### config.mk
export PLATFORM = sky130hd
export DESIGN_NAME = sha512_round
export DESIGN_NICKNAME = d
export VERILOG_FILES = /design/src/hw/rtl/sha512_pkg.sv /design/src/hw/rtl/sha512_round.sv
export SDC_FILE = /design/constraint.sdc
export NUM_CORES = 1
export LEC_CHECK = 0
export BUFFER_PORTS_ARGS = -buffer_cell sky130_fd_sc_hd__buf_4
export CAP_MARGIN = 30
export CORE_AREA = 5 5 440 442
export DETAILED_ROUTE_END_ITERATION = 12
export DIE_AREA = 0 0 445 447
export PLACE_DENSITY_LB_ADDON = 0.08
export SKIP_LAST_GASP = 1
export SLEW_MARGIN = 20
export SYNTH_ARGS = -nofsm -noshare
export SYNTH_HDL_FRONTEND = slang
export SYNTH_SLANG_ARGS = --single-unit
### constraint.sdc
create_clock -name vclk -period 27.9
set_input_delay 5.58 -clock vclk [all_inputs]
set_output_delay 5.58 -clock vclk [all_outputs]
set_load 0.05 [all_outputs]
### src/hw/rtl/sha512_pkg.sv
// ============================================================================
// SHA-512 hash core package
// Shared types, round constants, initial hash values and the sigma functions
// used by the round unit and the message schedule.
// ============================================================================
package sha512_pkg;

  typedef logic [63:0]      word_t;
  typedef logic [7:0][63:0] work_t;

  localparam int ROUNDS         = 80;
  localparam int BLOCK_WORDS    = 16;
  localparam int LEN_FIELD_BITS = 128;
  localparam int RCNT_W         = $clog2(ROUNDS);

  localparam logic [3:0]  FILL_LAST     = 4'(BLOCK_WORDS - 1);
  localparam logic [3:0]  FILL_LEN_SLOT = 4'(BLOCK_WORDS - 2);
  localparam logic [3:0]  FULL_BYTES    = 4'd8;
  localparam logic [7:0]  PAD_MARK_BYTE = 8'h80;
  localparam logic [2:0]  LAST_IDX_512  = 3'd7;
  localparam logic [2:0]  LAST_IDX_384  = 3'd5;
  localparam logic [RCNT_W-1:0] RCNT_LAST = RCNT_W'(ROUNDS - 1);

  typedef enum logic [2:0] {
    ST_IDLE,
    ST_ROUND,
    ST_ADD,
    ST_PAD,
    ST_OUT
  } state_t;

  typedef enum logic [1:0] {
    PAD_MARK,
    PAD_ZERO,
    PAD_LEN_LO,
    PAD_DONE
  } pad_step_t;

  // Control from the sequencer to the message schedule.
  typedef struct packed {
    logic shift;   // advance the window by one word
    logic expand;  // shift in the expanded word instead of the appended one
  } sched_ctl_t;

  localparam word_t ROUND_K [ROUNDS] = '{
    64'h428a2f98d728ae22, 64'h7137449123ef65cd, 64'hb5c0fbcfec4d3b2f, 64'he9b5dba58189dbbc,
    64'h3956c25bf348b538, 64'h59f111f1b605d019, 64'h923f82a4af194f9b, 64'hab1c5ed5da6d8118,
    64'hd807aa98a3030242, 64'h12835b0145706fbe, 64'h243185be4ee4b28c, 64'h550c7dc3d5ffb4e2,
    64'h72be5d74f27b896f, 64'h80deb1fe3b1696b1, 64'h9bdc06a725c71235, 64'hc19bf174cf692694,
    64'he49b69c19ef14ad2, 64'hefbe4786384f25e3, 64'h0fc19dc68b8cd5b5, 64'h240ca1cc77ac9c65,
    64'h2de92c6f592b0275, 64'h4a7484aa6ea6e483, 64'h5cb0a9dcbd41fbd4, 64'h76f988da831153b5,
    64'h983e5152ee66dfab, 64'ha831c66d2db43210, 64'hb00327c898fb213f, 64'hbf597fc7beef0ee4,
    64'hc6e00bf33da88fc2, 64'hd5a79147930aa725, 64'h06ca6351e003826f, 64'h142929670a0e6e70,
    64'h27b70a8546d22ffc, 64'h2e1b21385c26c926, 64'h4d2c6dfc5ac42aed, 64'h53380d139d95b3df,
    64'h650a73548baf63de, 64'h766a0abb3c77b2a8, 64'h81c2c92e47edaee6, 64'h92722c851482353b,
    64'ha2bfe8a14cf10364, 64'ha81a664bbc423001, 64'hc24b8b70d0f89791, 64'hc76c51a30654be30,
    64'hd192e819d6ef5218, 64'hd69906245565a910, 64'hf40e35855771202a, 64'h106aa07032bbd1b8,
    64'h19a4c116b8d2d0c8, 64'h1e376c085141ab53, 64'h2748774cdf8eeb99, 64'h34b0bcb5e19b48a8,
    64'h391c0cb3c5c95a63, 64'h4ed8aa4ae3418acb, 64'h5b9cca4f7763e373, 64'h682e6ff3d6b2b8a3,
    64'h748f82ee5defb2fc, 64'h78a5636f43172f60, 64'h84c87814a1f0ab72, 64'h8cc702081a6439ec,
    64'h90befffa23631e28, 64'ha4506cebde82bde9, 64'hbef9a3f7b2c67915, 64'hc67178f2e372532b,
    64'hca273eceea26619c, 64'hd186b8c721c0c207, 64'heada7dd6cde0eb1e, 64'hf57d4f7fee6ed178,
    64'h06f067aa72176fba, 64'h0a637dc5a2c898a6, 64'h113f9804bef90dae, 64'h1b710b35131c471b,
    64'h28db77f523047d84, 64'h32caab7b40c72493, 64'h3c9ebe0a15c9bebc, 64'h431d67c49c100d4c,
    64'h4cc5d4becb3e42b6, 64'h597f299cfc657e2a, 64'h5fcb6fab3ad6faec, 64'h6c44198c4a475817
  };

  localparam work_t IV_512 = {
    64'h5be0cd19137e2179, 64'h1f83d9abfb41bd6b, 64'h9b05688c2b3e6c1f, 64'h510e527fade682d1,
    64'ha54ff53a5f1d36f1, 64'h3c6ef372fe94f82b, 64'hbb67ae8584caa73b, 64'h6a09e667f3bcc908
  };

  localparam work_t IV_384 = {
    64'h47b5481dbefa4fa4, 64'hdb0c2e0d64f98fa7, 64'h8eb44a8768581511, 64'h67332667ffc00b31,
    64'h152fecd8f70e5939, 64'h9159015a3070dd17, 64'h629a292a367cd507, 64'hcbbb9d5dc1059ed8
  };

  function automatic word_t rotr(input word_t x, input int s);
    return (x >> s) | (x << (64 - s));
  endfunction

  function automatic word_t big_sigma0(input word_t x);
    return rotr(x, 28) ^ rotr(x, 34) ^ rotr(x, 39);
  endfunction

  function automatic word_t big_sigma1(input word_t x);
    return rotr(x, 14) ^ rotr(x, 18) ^ rotr(x, 41);
  endfunction

  function automatic word_t small_sigma0(input word_t x);
    return rotr(x, 1) ^ rotr(x, 8) ^ (x >> 7);
  endfunction

  function automatic word_t small_sigma1(input word_t x);
    return rotr(x, 19) ^ rotr(x, 61) ^ (x >> 6);
  endfunction

endpackage

### src/hw/rtl/sha512_round.sv
// ============================================================================
// SHA-512 round unit
// One compression round on the eight working variables.
// ============================================================================
module sha512_round (
  input  sha512_pkg::work_t cur,
  input  sha512_pkg::word_t kt,
  input  sha512_pkg::word_t wt,
  output sha512_pkg::work_t nxt
);
  import sha512_pkg::*;

  word_t t1;
  word_t t2;
  word_t ch;
  word_t maj;

  always_comb begin
    ch  = (cur[4] & cur[5]) ^ (~cur[4] & cur[6]);
    maj = (cur[0] & cur[1]) ^ (cur[0] & cur[2]) ^ (cur[1] & cur[2]);
    t1  = cur[7] + big_sigma1(cur[4]) + ch + kt + wt;
    t2  = big_sigma0(cur[0]) + maj;
    nxt[0] = t1 + t2;
    nxt[1] = cur[0];
    nxt[2] = cur[1];
    nxt[3] = cur[2];
    nxt[4] = cur[3] + t1;
    nxt[5] = cur[4];
    nxt[6] = cur[5];
    nxt[7] = cur[6];
  end

endmodule

# Word-level counts from Yosys, hierarchy flattened
# Index checks and enable logic that the tools add are counted.
# W data, S select, Z words.
dict set report totals {
  ram_bits 0
  n_memories 0
  reg_bits 0
  latch_bits 0
  rom_bits 0
  inputBits 640
  output_inout_bits 512
}
dict set report op_classes {
  add_sub_neg 7
  mux 0
  multipliers 0
  shifts 0
  bitwise_logic 19
  div_mod_pow 0
  eq_ne 0
  reduce_logical 0
  order_cmp 0
}
# operator count
set op_table {}
lappend op_table {{$add A64 B64 Y64} 7}
lappend op_table {{$xor A64 B64 Y64} 7}
lappend op_table {{$and A64 B64 Y64} 5}
lappend op_table {{$not A64 Y64} 1}
lappend op_table {{$or A23 B64 Y64} 1}
lappend op_table {{$or A25 B64 Y64} 1}
lappend op_table {{$or A30 B64 Y64} 1}
lappend op_table {{$or A36 B64 Y64} 1}
lappend op_table {{$or A46 B64 Y64} 1}
lappend op_table {{$or A50 B64 Y64} 1}

# Longest topological paths before layout
dict set report depth {
  word_depth 8
  ltp_mapped 32
}

# Worst setup path after synthesis
# Ideal clock, no wire load.
dict set report synth_timing {
  path_type {input -> output}
  from {input port cur[449] (netlist name)}
  to {output port nxt[61] (netlist name)}
  path_buffers 1
  arrival_time_ns 12.759
  stages 30
  path_slack_ns 9.561
  path_cell_list {inv_1 > fa_1 > fa_1 > inv_1 > fa_1 > ha_1 > fa_1 > a211oi_1 > o21ai_0 > nand4b_1 > a2111oi_2 > o311ai_0 > nand2_1 > a21oi_1 > o21ai_0 > xor2_1 > inv_1 > fa_1 > inv_1 > ha_1 > clkbuf_1 > nand4_1 > nor4_1 > a22oi_1 > a21oi_1 > a311oi_2 > o21ai_1 > nand3_1 > o21ai_0 > xor2_1}
}
# element line_no
set synth_rtl {}
lappend synth_rtl {{start, declared} sha512_round.sv:6} ;# input sha512_pkg::work_t cur,
lappend synth_rtl {{end, declared} sha512_round.sv:9} ;# output sha512_pkg::work_t nxt

==> reports/qor.yml <==
floorplanning:
  floorplan.die_area_um2: 199000
  die_wd_um: 445
  initial_core_util_pct: 13.0
  fp.dieH_um: 447
  row_count: 160
  design.core.area_um2: 189000
  design.portCount: 1152
sta:
  rsz0062_at_grt: "no"
  timing.final.setup_violations: 0
  timing_max_transition_violations_final: 0
  final.min_clock_period_ns: 20.22
  layout_worst_path_cycle_share_pct: 72.5
  final-hold-violation-count: 0
  final.setup.tns_ns: 0
  timing.fmax_ghz: 0.0495
  max_slew.worst_pin.slew_ns: 1.01
  maxSlewHeadroom_pct: 32.2
setup_path:
  cp_num_buf_inv: 5
  crit_slowest_cell: "fa_1"
  max_stage_delay_ns: 0.63
  critical_path_startpoint: "cur[464]"
  worst-setup-path-type: "in2out"
  timing.critical_path.arrival_ns: 14.64
  required_ns: 22.32
  critical-path-top-cell-by-count: "fa_1"
  worst_setup_path_end_kind: "primary output"
  cp_max_fo: 7
  worst_path_dominant_cell_family: "compound AO/OA/AOI/OAI gates"
  cp-start-kind: "primary input"
route:
  drt_pass1_iterations: 5
  detail_route.drc_violations: 0
  wl_per_cell_um: 29.0
  via_per_inst: 3.75
  drt-total-wl_mm: 186
  ant_nets: 0
  dr.first_iter.drc_count: 1117
  detailroute.via_count: 24000
clock_network:
  post_cts_resized: 0
  postCtsSetupBuffers: 0
  holdBufCountCts: 0
finish:
  sequential_cell_area_um2: 0
  synthToLayoutAreaGrowth_pct: 35.6
  final_common_cell: "buf_4"
  final_nets: 4976
  most-common-layout-cells: "buf_4 (1166), inv_1 (530), xnor2_1 (300)"
  drive_above_1_share_pct: 32.4
  fill_cells: 21700
  seq_cells: 0
  multi_input_comb_area_um2: 19400
  clockBufferCount: 0
  post-route-util_pct: 17.6
hold_path:
  worst_hold_startpoint: "cur[347]"
  hold_end: "nxt[411]"
  worstHoldPathCells: 2
  hp-class: "in2out"
global_route:
  grt_pass1_vias: 26000
  initial_antenna_violation_count: 37
  grt_start_max_net_pins: 10
  grt-ovfl-total: 0
  grt_first_pass_wirelength_mm: 239
  track_usage_pct: 17.7
yosys:
  yosysWarningCount: 0
  synthesis.area_um2: 24600
  synth_cells: 3186
  yosysUniqueCellTypes: 79
  postSynthNetCount: 4268
  syn_avg_cell_area_um2: 7.71
  synth-seq-area-share_pct: 0
placed_design:
  globalplace.congestion: 0.849
  place.detailed.hpwl_mm: 174
  port-buffer-count: 1152
status:
  outcome: "finished clean"
job:
  maxCapViolCount: 0
## cell type report
cell class	instances	share of cell area [%]
Multi-Input combinational cell	2194	58.2
Antenna cell	13	0.0976
Tap cell	2511	9.43
Inverter	530	5.97
Timing Repair Buffer	1168	26.3
## cells by family (layout without fill, tap and decap cells)
group | after synthesis | count (layout) | synth area share (%)
muxes | 65 | 65 | 2.96
adders and majority gates | 446 | 446 | 30.4
buffers and inverters | 992 | 1698 | 21.1
and+or+nand+nor | 462 | 462 | 9.17
xor gates and xnor gates | 456 | 456 | 16.3
AOI/OAI and AO/OA | 765 | 765 | 20.1
other | 0 | 13 | 0
## per-stage QoR
step                      setup slack [ns]  cells  hold WS (ns)  instance area [um2]
after detailed placement              7.50   6401         11.42                33300
after global routing                  7.10   6414         11.43                33300
after global placement                7.49   6397         11.43                33200
after CTS                             7.47   6401         11.43                33300
final                                 7.68   6416         11.42                33300
after floorplan                       9.56   3186         11.33                24600
## how the worst max path moves through the flow
stage,to,slack (ns),cells past startpoint
after floorplan,nxt[61],9.56,30
after global placement,nxt[63],7.49,31
after detailed placement,nxt[63],7.50,31
after CTS,nxt[63],7.47,31
after global routing,nxt[63],7.10,31
final,nxt[63],7.68,31
## layer usage
metal | track usage [%] | vias to the layer above | wire (um) | part of all wire, %
li1 | - | 11500 | - | -
met1 | 20.2 | 11700 | 72700 | 39
met2 | 35.2 | 707 | 103000 | 55
met3 | 1.42 | 113 | 5220 | 2.8
met4 | 4.24 | 4 | 5470 | 2.9
met5 | 0 | - | 27 | 0.015
## synth_stat cells, drive strengths merged (8+ instances only)
master,instances,share of area (%)
a2111oi,8,0.44
a211oi,14,0.45
a21boi,8,0.24
a21o,181,5.5
a21oi,206,4.2
a221oi,8,0.29
a31oi,25,0.64
and2,18,0.46
and3,17,0.43
buf,390,12
clkbuf,72,1.1
fa,253,21
ha,189,9.6
inv,530,8.1
mux2,61,2.8
nand2,140,2.1
nand2b,18,0.46
nand3,39,0.87
nand4,47,1.2
nor2,104,1.6
nor2b,16,0.41
nor3,27,0.57
o211ai,13,0.40
o21a,21,0.64
o21ai,180,3.7
o21bai,32,0.98
o31ai,11,0.34
or2,10,0.25
xnor2,300,11
xor2,155,5.5
Power is left out: the tool's default activity adds up to more than one toggle a clock period on the data nets, which glitch-free logic cannot reach.
