$ cat src/hw/rtl/sha512_pkg.sv
// ============================================================================
// SHA-512 hash core package
// Shared types, round constants, initial hash values and the sigma functions
// used by the round unit and the message schedule.
// ============================================================================
package sha512_pkg;

  typedef logic [63:0]      word_t;
  typedef logic [7:0][63:0] work_t;

  localparam int ROUNDS         = 80;
  localparam int BLOCK_WORDS    = 16;
  localparam int LEN_FIELD_BITS = 128;
  localparam int RCNT_W         = $clog2(ROUNDS);

  localparam logic [3:0]  FILL_LAST     = 4'(BLOCK_WORDS - 1);
  localparam logic [3:0]  FILL_LEN_SLOT = 4'(BLOCK_WORDS - 2);
  localparam logic [3:0]  FULL_BYTES    = 4'd8;
  localparam logic [7:0]  PAD_MARK_BYTE = 8'h80;
  localparam logic [2:0]  LAST_IDX_512  = 3'd7;
  localparam logic [2:0]  LAST_IDX_384  = 3'd5;
  localparam logic [RCNT_W-1:0] RCNT_LAST = RCNT_W'(ROUNDS - 1);

  typedef enum logic [2:0] {
    ST_IDLE,
    ST_ROUND,
    ST_ADD,
    ST_PAD,
    ST_OUT
  } state_t;

  typedef enum logic [1:0] {
    PAD_MARK,
    PAD_ZERO,
    PAD_LEN_LO,
    PAD_DONE
  } pad_step_t;

  // Control from the sequencer to the message schedule.
  typedef struct packed {
    logic shift;   // advance the window by one word
    logic expand;  // shift in the expanded word instead of the appended one
  } sched_ctl_t;

  localparam word_t ROUND_K [ROUNDS] = '{
    64'h428a2f98d728ae22, 64'h7137449123ef65cd, 64'hb5c0fbcfec4d3b2f, 64'he9b5dba58189dbbc,
    64'h3956c25bf348b538, 64'h59f111f1b605d019, 64'h923f82a4af194f9b, 64'hab1c5ed5da6d8118,
    64'hd807aa98a3030242, 64'h12835b0145706fbe, 64'h243185be4ee4b28c, 64'h550c7dc3d5ffb4e2,
    64'h72be5d74f27b896f, 64'h80deb1fe3b1696b1, 64'h9bdc06a725c71235, 64'hc19bf174cf692694,
    64'he49b69c19ef14ad2, 64'hefbe4786384f25e3, 64'h0fc19dc68b8cd5b5, 64'h240ca1cc77ac9c65,
    64'h2de92c6f592b0275, 64'h4a7484aa6ea6e483, 64'h5cb0a9dcbd41fbd4, 64'h76f988da831153b5,
    64'h983e5152ee66dfab, 64'ha831c66d2db43210, 64'hb00327c898fb213f, 64'hbf597fc7beef0ee4,
    64'hc6e00bf33da88fc2, 64'hd5a79147930aa725, 64'h06ca6351e003826f, 64'h142929670a0e6e70,
    64'h27b70a8546d22ffc, 64'h2e1b21385c26c926, 64'h4d2c6dfc5ac42aed, 64'h53380d139d95b3df,
    64'h650a73548baf63de, 64'h766a0abb3c77b2a8, 64'h81c2c92e47edaee6, 64'h92722c851482353b,
    64'ha2bfe8a14cf10364, 64'ha81a664bbc423001, 64'hc24b8b70d0f89791, 64'hc76c51a30654be30,
    64'hd192e819d6ef5218, 64'hd69906245565a910, 64'hf40e35855771202a, 64'h106aa07032bbd1b8,
    64'h19a4c116b8d2d0c8, 64'h1e376c085141ab53, 64'h2748774cdf8eeb99, 64'h34b0bcb5e19b48a8,
    64'h391c0cb3c5c95a63, 64'h4ed8aa4ae3418acb, 64'h5b9cca4f7763e373, 64'h682e6ff3d6b2b8a3,
    64'h748f82ee5defb2fc, 64'h78a5636f43172f60, 64'h84c87814a1f0ab72, 64'h8cc702081a6439ec,
    64'h90befffa23631e28, 64'ha4506cebde82bde9, 64'hbef9a3f7b2c67915, 64'hc67178f2e372532b,
    64'hca273eceea26619c, 64'hd186b8c721c0c207, 64'heada7dd6cde0eb1e, 64'hf57d4f7fee6ed178,
    64'h06f067aa72176fba, 64'h0a637dc5a2c898a6, 64'h113f9804bef90dae, 64'h1b710b35131c471b,
    64'h28db77f523047d84, 64'h32caab7b40c72493, 64'h3c9ebe0a15c9bebc, 64'h431d67c49c100d4c,
    64'h4cc5d4becb3e42b6, 64'h597f299cfc657e2a, 64'h5fcb6fab3ad6faec, 64'h6c44198c4a475817
  };

  localparam work_t IV_512 = {
    64'h5be0cd19137e2179, 64'h1f83d9abfb41bd6b, 64'h9b05688c2b3e6c1f, 64'h510e527fade682d1,
    64'ha54ff53a5f1d36f1, 64'h3c6ef372fe94f82b, 64'hbb67ae8584caa73b, 64'h6a09e667f3bcc908
  };

  localparam work_t IV_384 = {
    64'h47b5481dbefa4fa4, 64'hdb0c2e0d64f98fa7, 64'h8eb44a8768581511, 64'h67332667ffc00b31,
    64'h152fecd8f70e5939, 64'h9159015a3070dd17, 64'h629a292a367cd507, 64'hcbbb9d5dc1059ed8
  };

  function automatic word_t rotr(input word_t x, input int s);
    return (x >> s) | (x << (64 - s));
  endfunction

  function automatic word_t big_sigma0(input word_t x);
    return rotr(x, 28) ^ rotr(x, 34) ^ rotr(x, 39);
  endfunction

  function automatic word_t big_sigma1(input word_t x);
    return rotr(x, 14) ^ rotr(x, 18) ^ rotr(x, 41);
  endfunction

  function automatic word_t small_sigma0(input word_t x);
    return rotr(x, 1) ^ rotr(x, 8) ^ (x >> 7);
  endfunction

  function automatic word_t small_sigma1(input word_t x);
    return rotr(x, 19) ^ rotr(x, 61) ^ (x >> 6);
  endfunction

endpackage

$ cat src/hw/rtl/sha512_sched.sv
// ============================================================================
// SHA-512 message schedule
// Sixteen-word window that gathers the block and expands it during rounds.
// ============================================================================
module sha512_sched (
  input  logic                   clk,
  input  sha512_pkg::sched_ctl_t ctl,
  input  sha512_pkg::word_t      app_word,
  output sha512_pkg::word_t      wt
);
  import sha512_pkg::*;

  word_t win_r [BLOCK_WORDS];
  word_t shift_in;

  // The expanded word is W[t+16], computed from the window holding W[t..t+15].
  always_comb begin
    if (ctl.expand) begin
      shift_in = win_r[0] + small_sigma0(win_r[1]) + win_r[9] + small_sigma1(win_r[14]);
    end else begin
      shift_in = app_word;
    end
  end

  always_ff @(posedge clk) begin
    if (ctl.shift) begin
      for (int i = 0; i < BLOCK_WORDS - 1; i++) begin
        win_r[i] <= win_r[i + 1];
      end
      win_r[BLOCK_WORDS - 1] <= shift_in;
    end
  end

  assign wt = win_r[0];

endmodule

$ cat config.mk
export PLATFORM = sky130hd
export DESIGN_NAME = sha512_sched
export DESIGN_NICKNAME = d
export VERILOG_FILES = /design/src/hw/rtl/sha512_pkg.sv /design/src/hw/rtl/sha512_sched.sv
export SDC_FILE = /design/constraint.sdc
export NUM_CORES = 1
export LEC_CHECK = 0
export BUFFER_PORTS_ARGS = -buffer_cell sky130_fd_sc_hd__buf_4
export CORE_ASPECT_RATIO = 0.8
export CORE_MARGIN = 5
export CORE_UTILIZATION = 40
export DETAILED_ROUTE_END_ITERATION = 16
export HOLD_SLACK_MARGIN = 0.15
export PLACE_DENSITY = 0.61
export SLEW_MARGIN = 20
export SYNTH_ARGS = -nofsm -noshare
export SYNTH_HDL_FRONTEND = slang
export SYNTH_SLANG_ARGS = --single-unit
$ cat constraint.sdc
create_clock -name clk -period 5.4 [get_ports clk]
set_input_delay 0.81 -clock clk [delete_from_list [all_inputs] [get_ports clk]]
set_output_delay 0.81 -clock clk [all_outputs]
set_load 0.01 [all_outputs]
## Word-level counts from Yosys, hierarchy flattened

Memories as Yosys holds them, arrays and structs flattened.
Cells that the tools add are included.

| storage, ports and cells | value |
|---|---|
| flip-flop bits (word level) | 0 |
| bits in latches | 0 |
| bits in writable memories | 1024 |
| bits in read-only memories | 0 |
| output and inout port bits | 64 |
| logic and storage cells | 15 |
| memories | 1 |

Memories:

| memory | depth | bits a word | rd ports | clocked after Yosys merged registers in | wr ports | RTL line | RTL |
|---|---|---|---|---|---|---|---|
| win_r | 16 | 64 | 16 | 0 | 16 | sha512_sched.sv:13 | `word_t win_r [BLOCK_WORDS];` |

| operators by class | value |
|---|---|
| $add $sub $neg | 3 |
| multipliers | 0 |
| divide/modulo/power cells | 0 |
| $lt $le $gt $ge | 0 |
| eq/ne operators | 0 |
| shifts and indexed selects | 0 |
| muxes and demuxes | 3 |
| bitwise logic cells | 8 |
| reduce and logical (&&, ||, !) cells | 0 |

Operators by type and width:

| operator | count |
|---|---|
| adder 64 bit | 3 |
| XOR 64 bit | 2 |
| two-way mux 64 bit | 1 |
| OR 3 x 64 -> 64 bit | 1 |
| OR 45 x 64 -> 64 bit | 1 |
| OR 56 x 64 -> 64 bit | 1 |
| OR 63 x 64 -> 64 bit | 1 |
| XOR 64 x 57 -> 64 bit | 1 |
| XOR 64 x 58 -> 64 bit | 1 |
| two-way mux 1 bit | 2 |

## Depth between registers and ports, before layout

Gate-level depths: netlist of run 1.

| depth | value |
|---|---|
| depth after elaboration | 7 |
| mapped depth | 19 |
| gate-level depth less buffers | 19 |

## Least setup slack after synthesis of run 1

No wires, ideal clock.

| path | value |
|---|---|
| path type | reg2reg |
| from | memory win_r[0][73] (netlist bit) |
| to | memory win_r[1][511] (netlist bit), data pin |
| setup time | 0.260 ns |
| data arrival time | 4.246 ns |
| setup slack | 0.894 ns |
| cell stages (with the launch flop) | 20 |
| buffers on the path | 0 |
| clock period less this slack | 4.506 ns |
| cell sequence | edfxtp_1 -> xnor2_1 -> xnor2_1 -> fa_1 -> inv_1 -> fa_1 -> inv_1 -> ha_1 -> inv_1 -> fa_1 -> nor2b_1 -> o31a_1 -> o21ai_0 -> a21oi_1 -> a221oi_2 -> a211oi_1 -> o31a_1 -> o32ai_2 -> xnor2_1 -> mux2_2 |

RTL lines:

| element | RTL line |
|---|---|
| from (decl) | sha512_sched.sv:13 |

==> metrics, run 1 <==
outcome complete, no violations; maximum clock frequency 193 MHz; Synth Area in XOR/XNOR 6.35%; filler cell count 8790; reg-to-reg setup timing slack 0.22 ns; Synth Flop Type edfxtp_1; Yosys cell types 48; Initial Util 40.3%; Die Wd 370 um; crit path capture type flip-flop; Worst-Skew Late Latency 0.67 ns; CP Cell Sequence xnor2_1 > xnor2_2 > fa_1 > inv_1 > fa_1 > inv_1 > ha_1 > nand4_1 > or3_1 > o221ai_1 > nor3_1 > a21oi_2 > a21o_1 > a21boi_0 > xnor2_1 > mux2_2; EDFF count, synth 1024; DP HPWL 65.2 mm; worst endpoint data arrival time 5.59 ns; Required @ worst endpoint 5.81 ns; asr flop ratio synth 0%; CTS Buffer Depth 3; top cells by count, synth edfxtp_1 (1024), inv_1 (275), xnor2_1 (268); area leader, netlist edfxtp_1; setup TNS 0 ns; area share of the largest cell type after synthesis 74.3%; Gate Count Post-Synth 2372; Total Die Area 110000 um^2; synthesized area per cell 17.4 um^2; hold buffers post-CTS 0; Period minus WS final 5.18 ns; Boundary Pins 131; gr ovfl total 0; largest registers win_r: 1024 flops; core box area 103000 um^2; GRT Total Usage 16.4%; type of the worst min-delay path reg2reg; H-tree levels 3; cell area after layout 47000 um^2; Largest stage delay, worst path 0.54 ns; Layout area overhead 13.5%; root buffer cell clkbuf_16; Seq/Total Area, Yosys 74.3%; Hold Vio Cnt, Final 0; fin crit share 95.9%; Die Span Y 298 um; # setup viols final 0; Worst-Margin Slew 0.965 ns; total CTS buffers 97; register bit count reported by yosys 1024; via/cell ratio 4.93; Rows 105; first-pass GRT wire length 132 mm; post-synth net total 2628; pin count of the biggest net entering global routing 136; Max FO, Critical Path 8; DR iter-0 viols 2279; DP Area 43900 um^2; Reg clk slew, reported paths 0.06 ns; TritonCTS clock tree built; max cap viols 0; WL per Instance 22.7 um; yosys warns 0; WL final 91.4 mm; main combinational cell family by area after synthesis adder cells; DR DRC count 0; Compound-Gate Fraction of Synth Area 3.84%; cell with the most instances after synthesis edfxtp_1; Final ANT Viol Nets 0; Crit-path slowest cell edfxtp_1; Max Slew Vio Count 0; top cells by area, synth edfxtp_1 (74%), fa_1 (6.1%), xnor2_1 (5.7%); Syn Std Cell Area 41400 um^2; Post-Synth Adder-Cell Area 8.00%; max reg flops 1024; vias in the first global route 19.7k; CP Class reg2reg; post-synthesis simple-gate area fraction 2.15%; share of cells above drive strength 1 14.8%; vias 19.8k; relative slew slack 35.7%; Final nets 2813; initial antenna violation count 12; Fin Clk Skew 0.0366 ns; Port Buffers 130; mux cell area share after synthesis 1.33%; Top reg by flops win_r; CTS sink count 1024; first-pass detailed-route iteration total 5; Final GP Congestion 0.937; startpoint types flip-flop
layout by cell type, fill, tap and decap left out, types with 22 or more instances in the layout:
cell / Yosys / routed
fa_1: 126 / 126
o21ai_0: 40 / 39
a21oi_1: 86 / 83
edfxtp_1: 1024 / 1024
clkbuf_16: 0 / 98
mux2_2: 49 / 49
buf_4: 64 / 179
xnor2_1: 268 / 263
a21o_1: 39 / 39
nor2_1: 48 / 48
inv_1: 275 / 275
xor2_1: 32 / 32
ha_1: 63 / 63
nand4_1: 22 / 22
nand2_1: 64 / 64
through the flow:
| step | std cells | util, % | setup slack [ns] | hold WS (ns) |
|---|---|---|---|---|
| final | 4024 | 45.8 | 0.220 | 0.405 |
| after global routing | 4022 | 45.8 | -0.0108 | 0.415 |
| after CTS | 4019 | 45.7 | 0.0738 | 0.406 |
| after detailed placement | 3846 | 42.8 | -0.114 | 0.405 |
| after global placement | 3846 | 42.8 | 0.00121 | 0.400 |
| after floorplan | 2372 | - | 0.894 | 0.400 |
per-layer routing:
| layer | vias to the layer above | part of all wire [%] | track usage (%) |
|---|---|---|---|
| met3 | 133 | 5.9 | 2.62 |
| met1 | 10262 | 48 | 25.8 |
| li1 | 8802 | - | - |
| met2 | 648 | 44 | 24.0 |
| met4 | 0 | 2.2 | 3.96 |
| met5 | - | 0 | 0 |
timing repair:
item                                   CTS  global route
setup buffers                            0             3
setup endpoints to repair                4             9
pin swaps                                0             4
endpoints found under the hold margin    0             0
gates resized for setup                  3            11
layout make-up:
type,instances,area (um^2),share of cell area [%]
Timing Repair Buffer,185,1460,3.11
Clock inverter,58,418,0.890
Clock buffer,115,2520,5.36
Tap cell,1391,1740,3.71
Inverter,275,1030,2.20
Sequential cell,1024,30700,65.5
Multi-Input combinational cell,974,9050,19.3
Antenna cell,2,5.00,0.0107
final timing paths:
path                                              start                 endpoint  depth (start not counted)
worst max register to register  win_r[1][412]$_DFFE_PP_  win_r[1][500]$_DFFE_PP_                         16
worst min-delay path            win_r[1][378]$_DFFE_PP_  win_r[1][314]$_DFFE_PP_                          0
worst min register to register  win_r[1][378]$_DFFE_PP_  win_r[1][314]$_DFFE_PP_                          0
worst max-delay path            win_r[1][412]$_DFFE_PP_  win_r[1][500]$_DFFE_PP_                         16
critical path, delay by kind of cell, from the launching register on:
kind	cells	cell delay (ns)
flip-flops	1	0.54
AND/OR/NAND/NOR	3	0.73
XOR/XNOR	3	0.69
adder cells (fa/ha/maj)	3	1.53
buffers and inverters	2	0.10
multiplexers	1	0.28
AO/OA/AOI/OAI	4	1.04
logic make-up after synthesis:
logic type      Yosys count
flops                  1024
buf+inv                 374
xor+xnor                300
compound gates          247
fa+ha+maj               189
simple gates            189
mux                      49
Power of run 1 is left out: the tool's default activity adds up to more than one toggle a clock period on the data nets, which glitch-free logic cannot reach.
==> run 2, diff against run 1 <==
--- a/config.mk
+++ b/config.mk
@@ -5,13 +5,13 @@
 export SDC_FILE = /design/constraint.sdc
 export NUM_CORES = 1
 export LEC_CHECK = 0
-export BUFFER_PORTS_ARGS = -buffer_cell sky130_fd_sc_hd__buf_4
 export CORE_ASPECT_RATIO = 0.8
 export CORE_MARGIN = 5
 export CORE_UTILIZATION = 40
 export DETAILED_ROUTE_END_ITERATION = 16
+export DONT_BUFFER_PORTS = 1
 export HOLD_SLACK_MARGIN = 0.15
-export PLACE_DENSITY = 0.61
+export PLACE_DENSITY = 0.6
 export SLEW_MARGIN = 20
 export SYNTH_ARGS = -nofsm -noshare
 export SYNTH_HDL_FRONTEND = slang
==> metrics, run 2 (synthesis gave the netlist of run 1 again) <==
Final GP Congestion 0.918 (was 0.937); initial antenna violation count 37 (was 12); Die Span Y 298 um (unchanged); gr ovfl total 0 (unchanged); share of cells above drive strength 1 9.60% (was 14.8%); DP HPWL 63.3 mm (was 65.2 mm); Finished Layout Cells 3893 (was 4024); Final ANT Viol Nets 0 (unchanged); worst endpoint data arrival time 3.81 ns (was 5.59 ns); Fin Clk Skew 0.0289 ns (was 0.0366 ns); GRT Total Usage 16.1% (was 16.4%); hold buffers post-CTS 0 (unchanged); first-pass GRT wire length 128 mm (was 132 mm); most frequent cells in the layout edfxtp_1 (1024), inv_1 (275), xnor2_1 (266) (was edfxtp_1 (1024), inv_1 (275), xnor2_1 (263)); Boundary Pins 131 (unchanged); relative slew slack -322% (was 35.7%); # setup viols final 0 (unchanged); Total Die Area 110000 um^2 (unchanged); Layout area overhead 11.1% (was 13.5%); Final nets 2669 (was 2813); Worst-Skew Late Latency 0.66 ns (was 0.67 ns); Reg area 30700 um^2 (unchanged); DR iter-0 viols 2143 (was 2279); Port Buffers 0 (was 130); H-tree levels 3 (unchanged); total CTS buffers 97 (unchanged); filler cell count 8876 (was 8790); Max FO, Critical Path 1024 (was 8); largest registers win_r: 1024 flops (unchanged); first-pass detailed-route iteration total 5 (unchanged); DP Area 42800 um^2 (was 43900 um^2); Max Slew Vio Count 661 (was 0); vias in the first global route 18.8k (was 19.7k); max reg flops 1024 (unchanged); root buffer cell clkbuf_16 (unchanged); # placed instances 3704 (was 3846); WL per Instance 23.0 um (was 22.7 um); outcome complete, but fails checks (was complete, no violations); commonest non-fill, non-tap cell in the layout edfxtp_1 (unchanged); startpoint types input port (was flip-flop); vias 18.8k (was 19.8k); Rows 105 (unchanged); CTS sink count 1024 (unchanged); Initial Util 40.3% (unchanged); pin count of the biggest net entering global routing 1025 (was 136); DR DRC count 0 (unchanged); Period minus WS final 5.26 ns (was 5.18 ns); Die Wd 370 um (unchanged); cell area after layout 46000 um^2 (was 47000 um^2); fin crit share 97.4% (was 95.9%); failing checks max-slew violations; Required @ worst endpoint 3.95 ns (was 5.81 ns); core box area 103000 um^2 (unchanged); Reg clk slew, reported paths 0.06 ns (about the same); RSZ-0062 raised after global routing false; CP Class in2reg (was reg2reg); via/cell ratio 4.84 (was 4.93); maximum clock frequency 190 MHz (was 193 MHz); Hold Vio Cnt, Final 0 (unchanged); CTS Buffer Depth 3 (unchanged); Worst-Margin Slew 6.33 ns (was 0.965 ns); Top reg by flops win_r (unchanged); max cap viols 0 (unchanged); Multi-input gate area 9010 um^2 (was 9050 um^2); type of the worst min-delay path in2reg (was reg2reg); setup TNS 0 ns (unchanged); WL final 89.6 mm (was 91.4 mm); TritonCTS clock tree built (unchanged); Final WS setup 0.141 ns (was 0.220 ns); pre-CTS WS -0.103 ns (was -0.114 ns); crit path capture type flip-flop (unchanged)
## run 2: cell count changes in the layout (fill, tap and decap cells not counted), moves of 5 or more
cell / delta
bufinv_16: +6
diode_2: +10
buf_12: -5
clkinv_2: -5
buf_4: -138
clkinv_1: +7
## run 2: final timing paths
| check | slack, ns | startpoint | cells past startpoint | to |
|---|---|---|---|---|
| setup reg to reg | 0.26 | win_r[1][423]$_DFFE_PP_ | 19 | win_r[1][509]$_DFFE_PP_ |
| setup / recovery | 0.14 | ctl[1] | 0 | win_r[1][83]$_DFFE_PP_ |
| hold reg to reg | 0.41 | win_r[1][306]$_DFFE_PP_ | 0 | win_r[1][242]$_DFFE_PP_ |
| hold / removal | 0.34 | ctl[1] | 0 | win_r[1][266]$_DFFE_PP_ |
## run 2: cell type report
cell class	count	area share (%)
flip-flops and latches	1024	66.9
multi-input cells	974	19.6
clock buffers	112	5.45
well taps	1391	3.79
inverters	275	2.25
clock inverters	64	1.27
repair buffers	41	0.670
diodes	12	0.0653
## run 2: what timing repair did
item	4_1_cts	5_1_grt
setup endpoints to repair	2	16
pin swaps	0	1
buffers inserted	0	1
gates cloned	0	0
resized for setup	1	7
## run 2: per-stage QoR
stage | utilization [%] | hold WS [ns]
after detailed placement | 41.7 | 0.405
after floorplan | - | 0.400
after global placement | 41.7 | 0.400
after global routing | 44.8 | 0.297
after CTS | 44.7 | 0.283
final | 44.8 | 0.336
## run 2: routing by layer
| layer | vias up | share of wire [%] | wire [um] | GRT usage [%] |
|---|---|---|---|---|
| li1 | 8540 | - | - | - |
| met1 | 9618 | 45 | 40300 | 23.0 |
| met2 | 519 | 44 | 39200 | 23.3 |
| met3 | 152 | 8.8 | 7920 | 5.82 |
| met4 | 20 | 2.4 | 2160 | 4.42 |
| met5 | - | 0.15 | 131 | 0 |
Power of run 2 is left out for the same reason.
==> run 3, diff against run 2 <==
==> constraint.sdc (replaced) <==
create_clock -name clk -period 6.6 [get_ports clk]
set_input_delay 0.99 -clock clk [delete_from_list [all_inputs] [get_ports clk]]
set_output_delay 0.99 -clock clk [all_outputs]
set_load 0.01 [all_outputs]
==> metrics, run 3 (synthesis gave the netlist of run 1 again) <==
outcome complete, no violations (was complete, but fails checks); DR DRC count 0 (unchanged); pin count of the biggest net entering global routing 1025 (unchanged); crit path capture type flip-flop (unchanged); Layout area overhead 10.7% (was 11.1%); WP buf/inv 1; vias 18.9k (was 18.8k); total CTS buffers 98 (was 97); commonest non-fill, non-tap cell in the layout edfxtp_1 (unchanged); Total Die Area 110000 um^2 (unchanged); Period minus WS final 5.77 ns; H-tree levels 3 (unchanged); worst endpoint data arrival time 6.22 ns (was 3.81 ns); startpoint types flip-flop (was input port); WL per Instance 23.3 um (was 23.0 um); setup TNS 0 ns (unchanged); Max FO, Critical Path 4 (was 1024); CTS sink count 1024 (unchanged); Crit-path slowest cell edfxtp_1; Die Span Y 298 um (unchanged); Required @ worst endpoint 7.05 ns (was 3.95 ns); core box area 103000 um^2 (unchanged); initial antenna violation count 38 (was 37); met2 wire len 39.1 mm (was 39.2 mm); CTS Buffer Depth 3 (unchanged); Initial Util 40.3% (unchanged); Rows 105 (unchanged); vias in the first global route 18.4k (was 18.8k); cell repeated most along the worst path fa_1; DR iter-0 viols 2004 (was 2143); post-CTS sizing 0 (was 1); root buffer cell clkbuf_16 (unchanged); largest registers win_r: 1024 flops (unchanged); Final GP Congestion 0.943 (was 0.918); CP Cell Sequence xnor2_1 > xnor2_1 > fa_1 > inv_1 > fa_1 > fa_1 > nor2b_1 > o31a_1 > o2111ai_1 > a21oi_1 > o21ai_0 > a211oi_1 > nor3_1 > o31ai_1 > xor2_1 > mux2_2; max reg flops 1024 (unchanged); DP HPWL 63.3 mm (about the same); CP Class reg2reg (was in2reg); maximum clock frequency 173 MHz; gr ovfl total 0 (unchanged); WL met1 40.9 mm (was 40.3 mm); RSZ-0062 raised after global routing false (unchanged); met3 routed WL 7.55 mm (was 7.92 mm); max cap viols 0 (unchanged); # setup viols final 0 (unchanged); Max Slew Vio Count 0 (was 661); Largest stage delay, worst path 0.74 ns; Port Buffers 0 (unchanged); most frequent cells in the layout edfxtp_1 (1024), inv_1 (275), xnor2_1 (268) (was edfxtp_1 (1024), inv_1 (275), xnor2_1 (266)); first-pass GRT wire length 127 mm (was 128 mm); relative slew slack 6.89% (was -322%); Final nets 2636 (was 2669); Reg clk slew, reported paths 0.07 ns (was 0.06 ns); Worst-Skew Late Latency 0.70 ns (was 0.66 ns); Boundary Pins 131 (unchanged); GRT Total Usage 16.1% (about the same); TritonCTS clock tree built (unchanged); share of cells above drive strength 1 8.31% (was 9.60%); Fin Clk Skew 0.0312 ns (was 0.0289 ns); Top delay family on crit path compound AO/OA/AOI/OAI gates; Post-CTS Setup Repair Bufs 0 (unchanged); hold buffers post-CTS 0 (unchanged); Final ANT Viol Nets 0 (unchanged); Top reg by flops win_r (unchanged); fin crit share 87.4%; highest metal used met5 (unchanged); Worst-Margin Slew 1.40 ns (was 6.33 ns); WL final 89.8 mm (was 89.6 mm); via/cell ratio 4.91 (was 4.84); Hold Vio Cnt, Final 0 (unchanged); Die Wd 370 um (unchanged); type of the worst min-delay path reg2reg (was in2reg); first-pass detailed-route iteration total 5 (unchanged)
==> run 3: cell type report <==
| type | instances | area [um^2] |
|---|---|---|
| diodes | 10 | 25.0 |
| inverters | 275 | 1030 |
| clock inverters | 60 | 588 |
| repair buffers | 7 | 153 |
| clock buffers | 116 | 2540 |
| well taps | 1391 | 1740 |
| flip-flops and latches | 1024 | 30700 |
| multi-input cells | 974 | 8970 |
| fillers | 8849 | 56800 |
==> run 3: routing by layer <==
metal	track usage, %	vias up
li1	-	8486
met1	23.8	9685
met2	23.3	585
met3	5.06	152
met4	4.18	16
met5	0	-
==> run 3: path summary, 6_finish.rpt <==
kind                            depth (start not counted)  slack (ns)                    start                      end
worst min-delay path                                    0        0.40  win_r[0][311]$_DFFE_PP_  win_r[0][247]$_DFFE_PP_
worst max register to register                         16        0.83  win_r[1][392]$_DFFE_PP_  win_r[1][509]$_DFFE_PP_
worst max-delay path                                   16        0.83  win_r[1][392]$_DFFE_PP_  win_r[1][509]$_DFFE_PP_
worst min register to register                          0        0.40  win_r[0][311]$_DFFE_PP_  win_r[0][247]$_DFFE_PP_
==> run 3: metrics by stage <==
stage	hold slack (ns)	cell area [um^2]	worst slack, ns	cells	utilization (%)
2_1_floorplan	0.400	41400	2.09	2372	-
3_3_place_gp	0.400	42500	1.06	3666	41.4
3_5_place_dp	0.405	42500	0.988	3666	41.4
4_1_cts	0.392	45600	0.902	3842	44.5
5_1_grt	0.379	45800	0.670	3850	44.6
6_report	0.395	45800	0.830	3857	44.6
Power of run 3 is left out for the same reason.
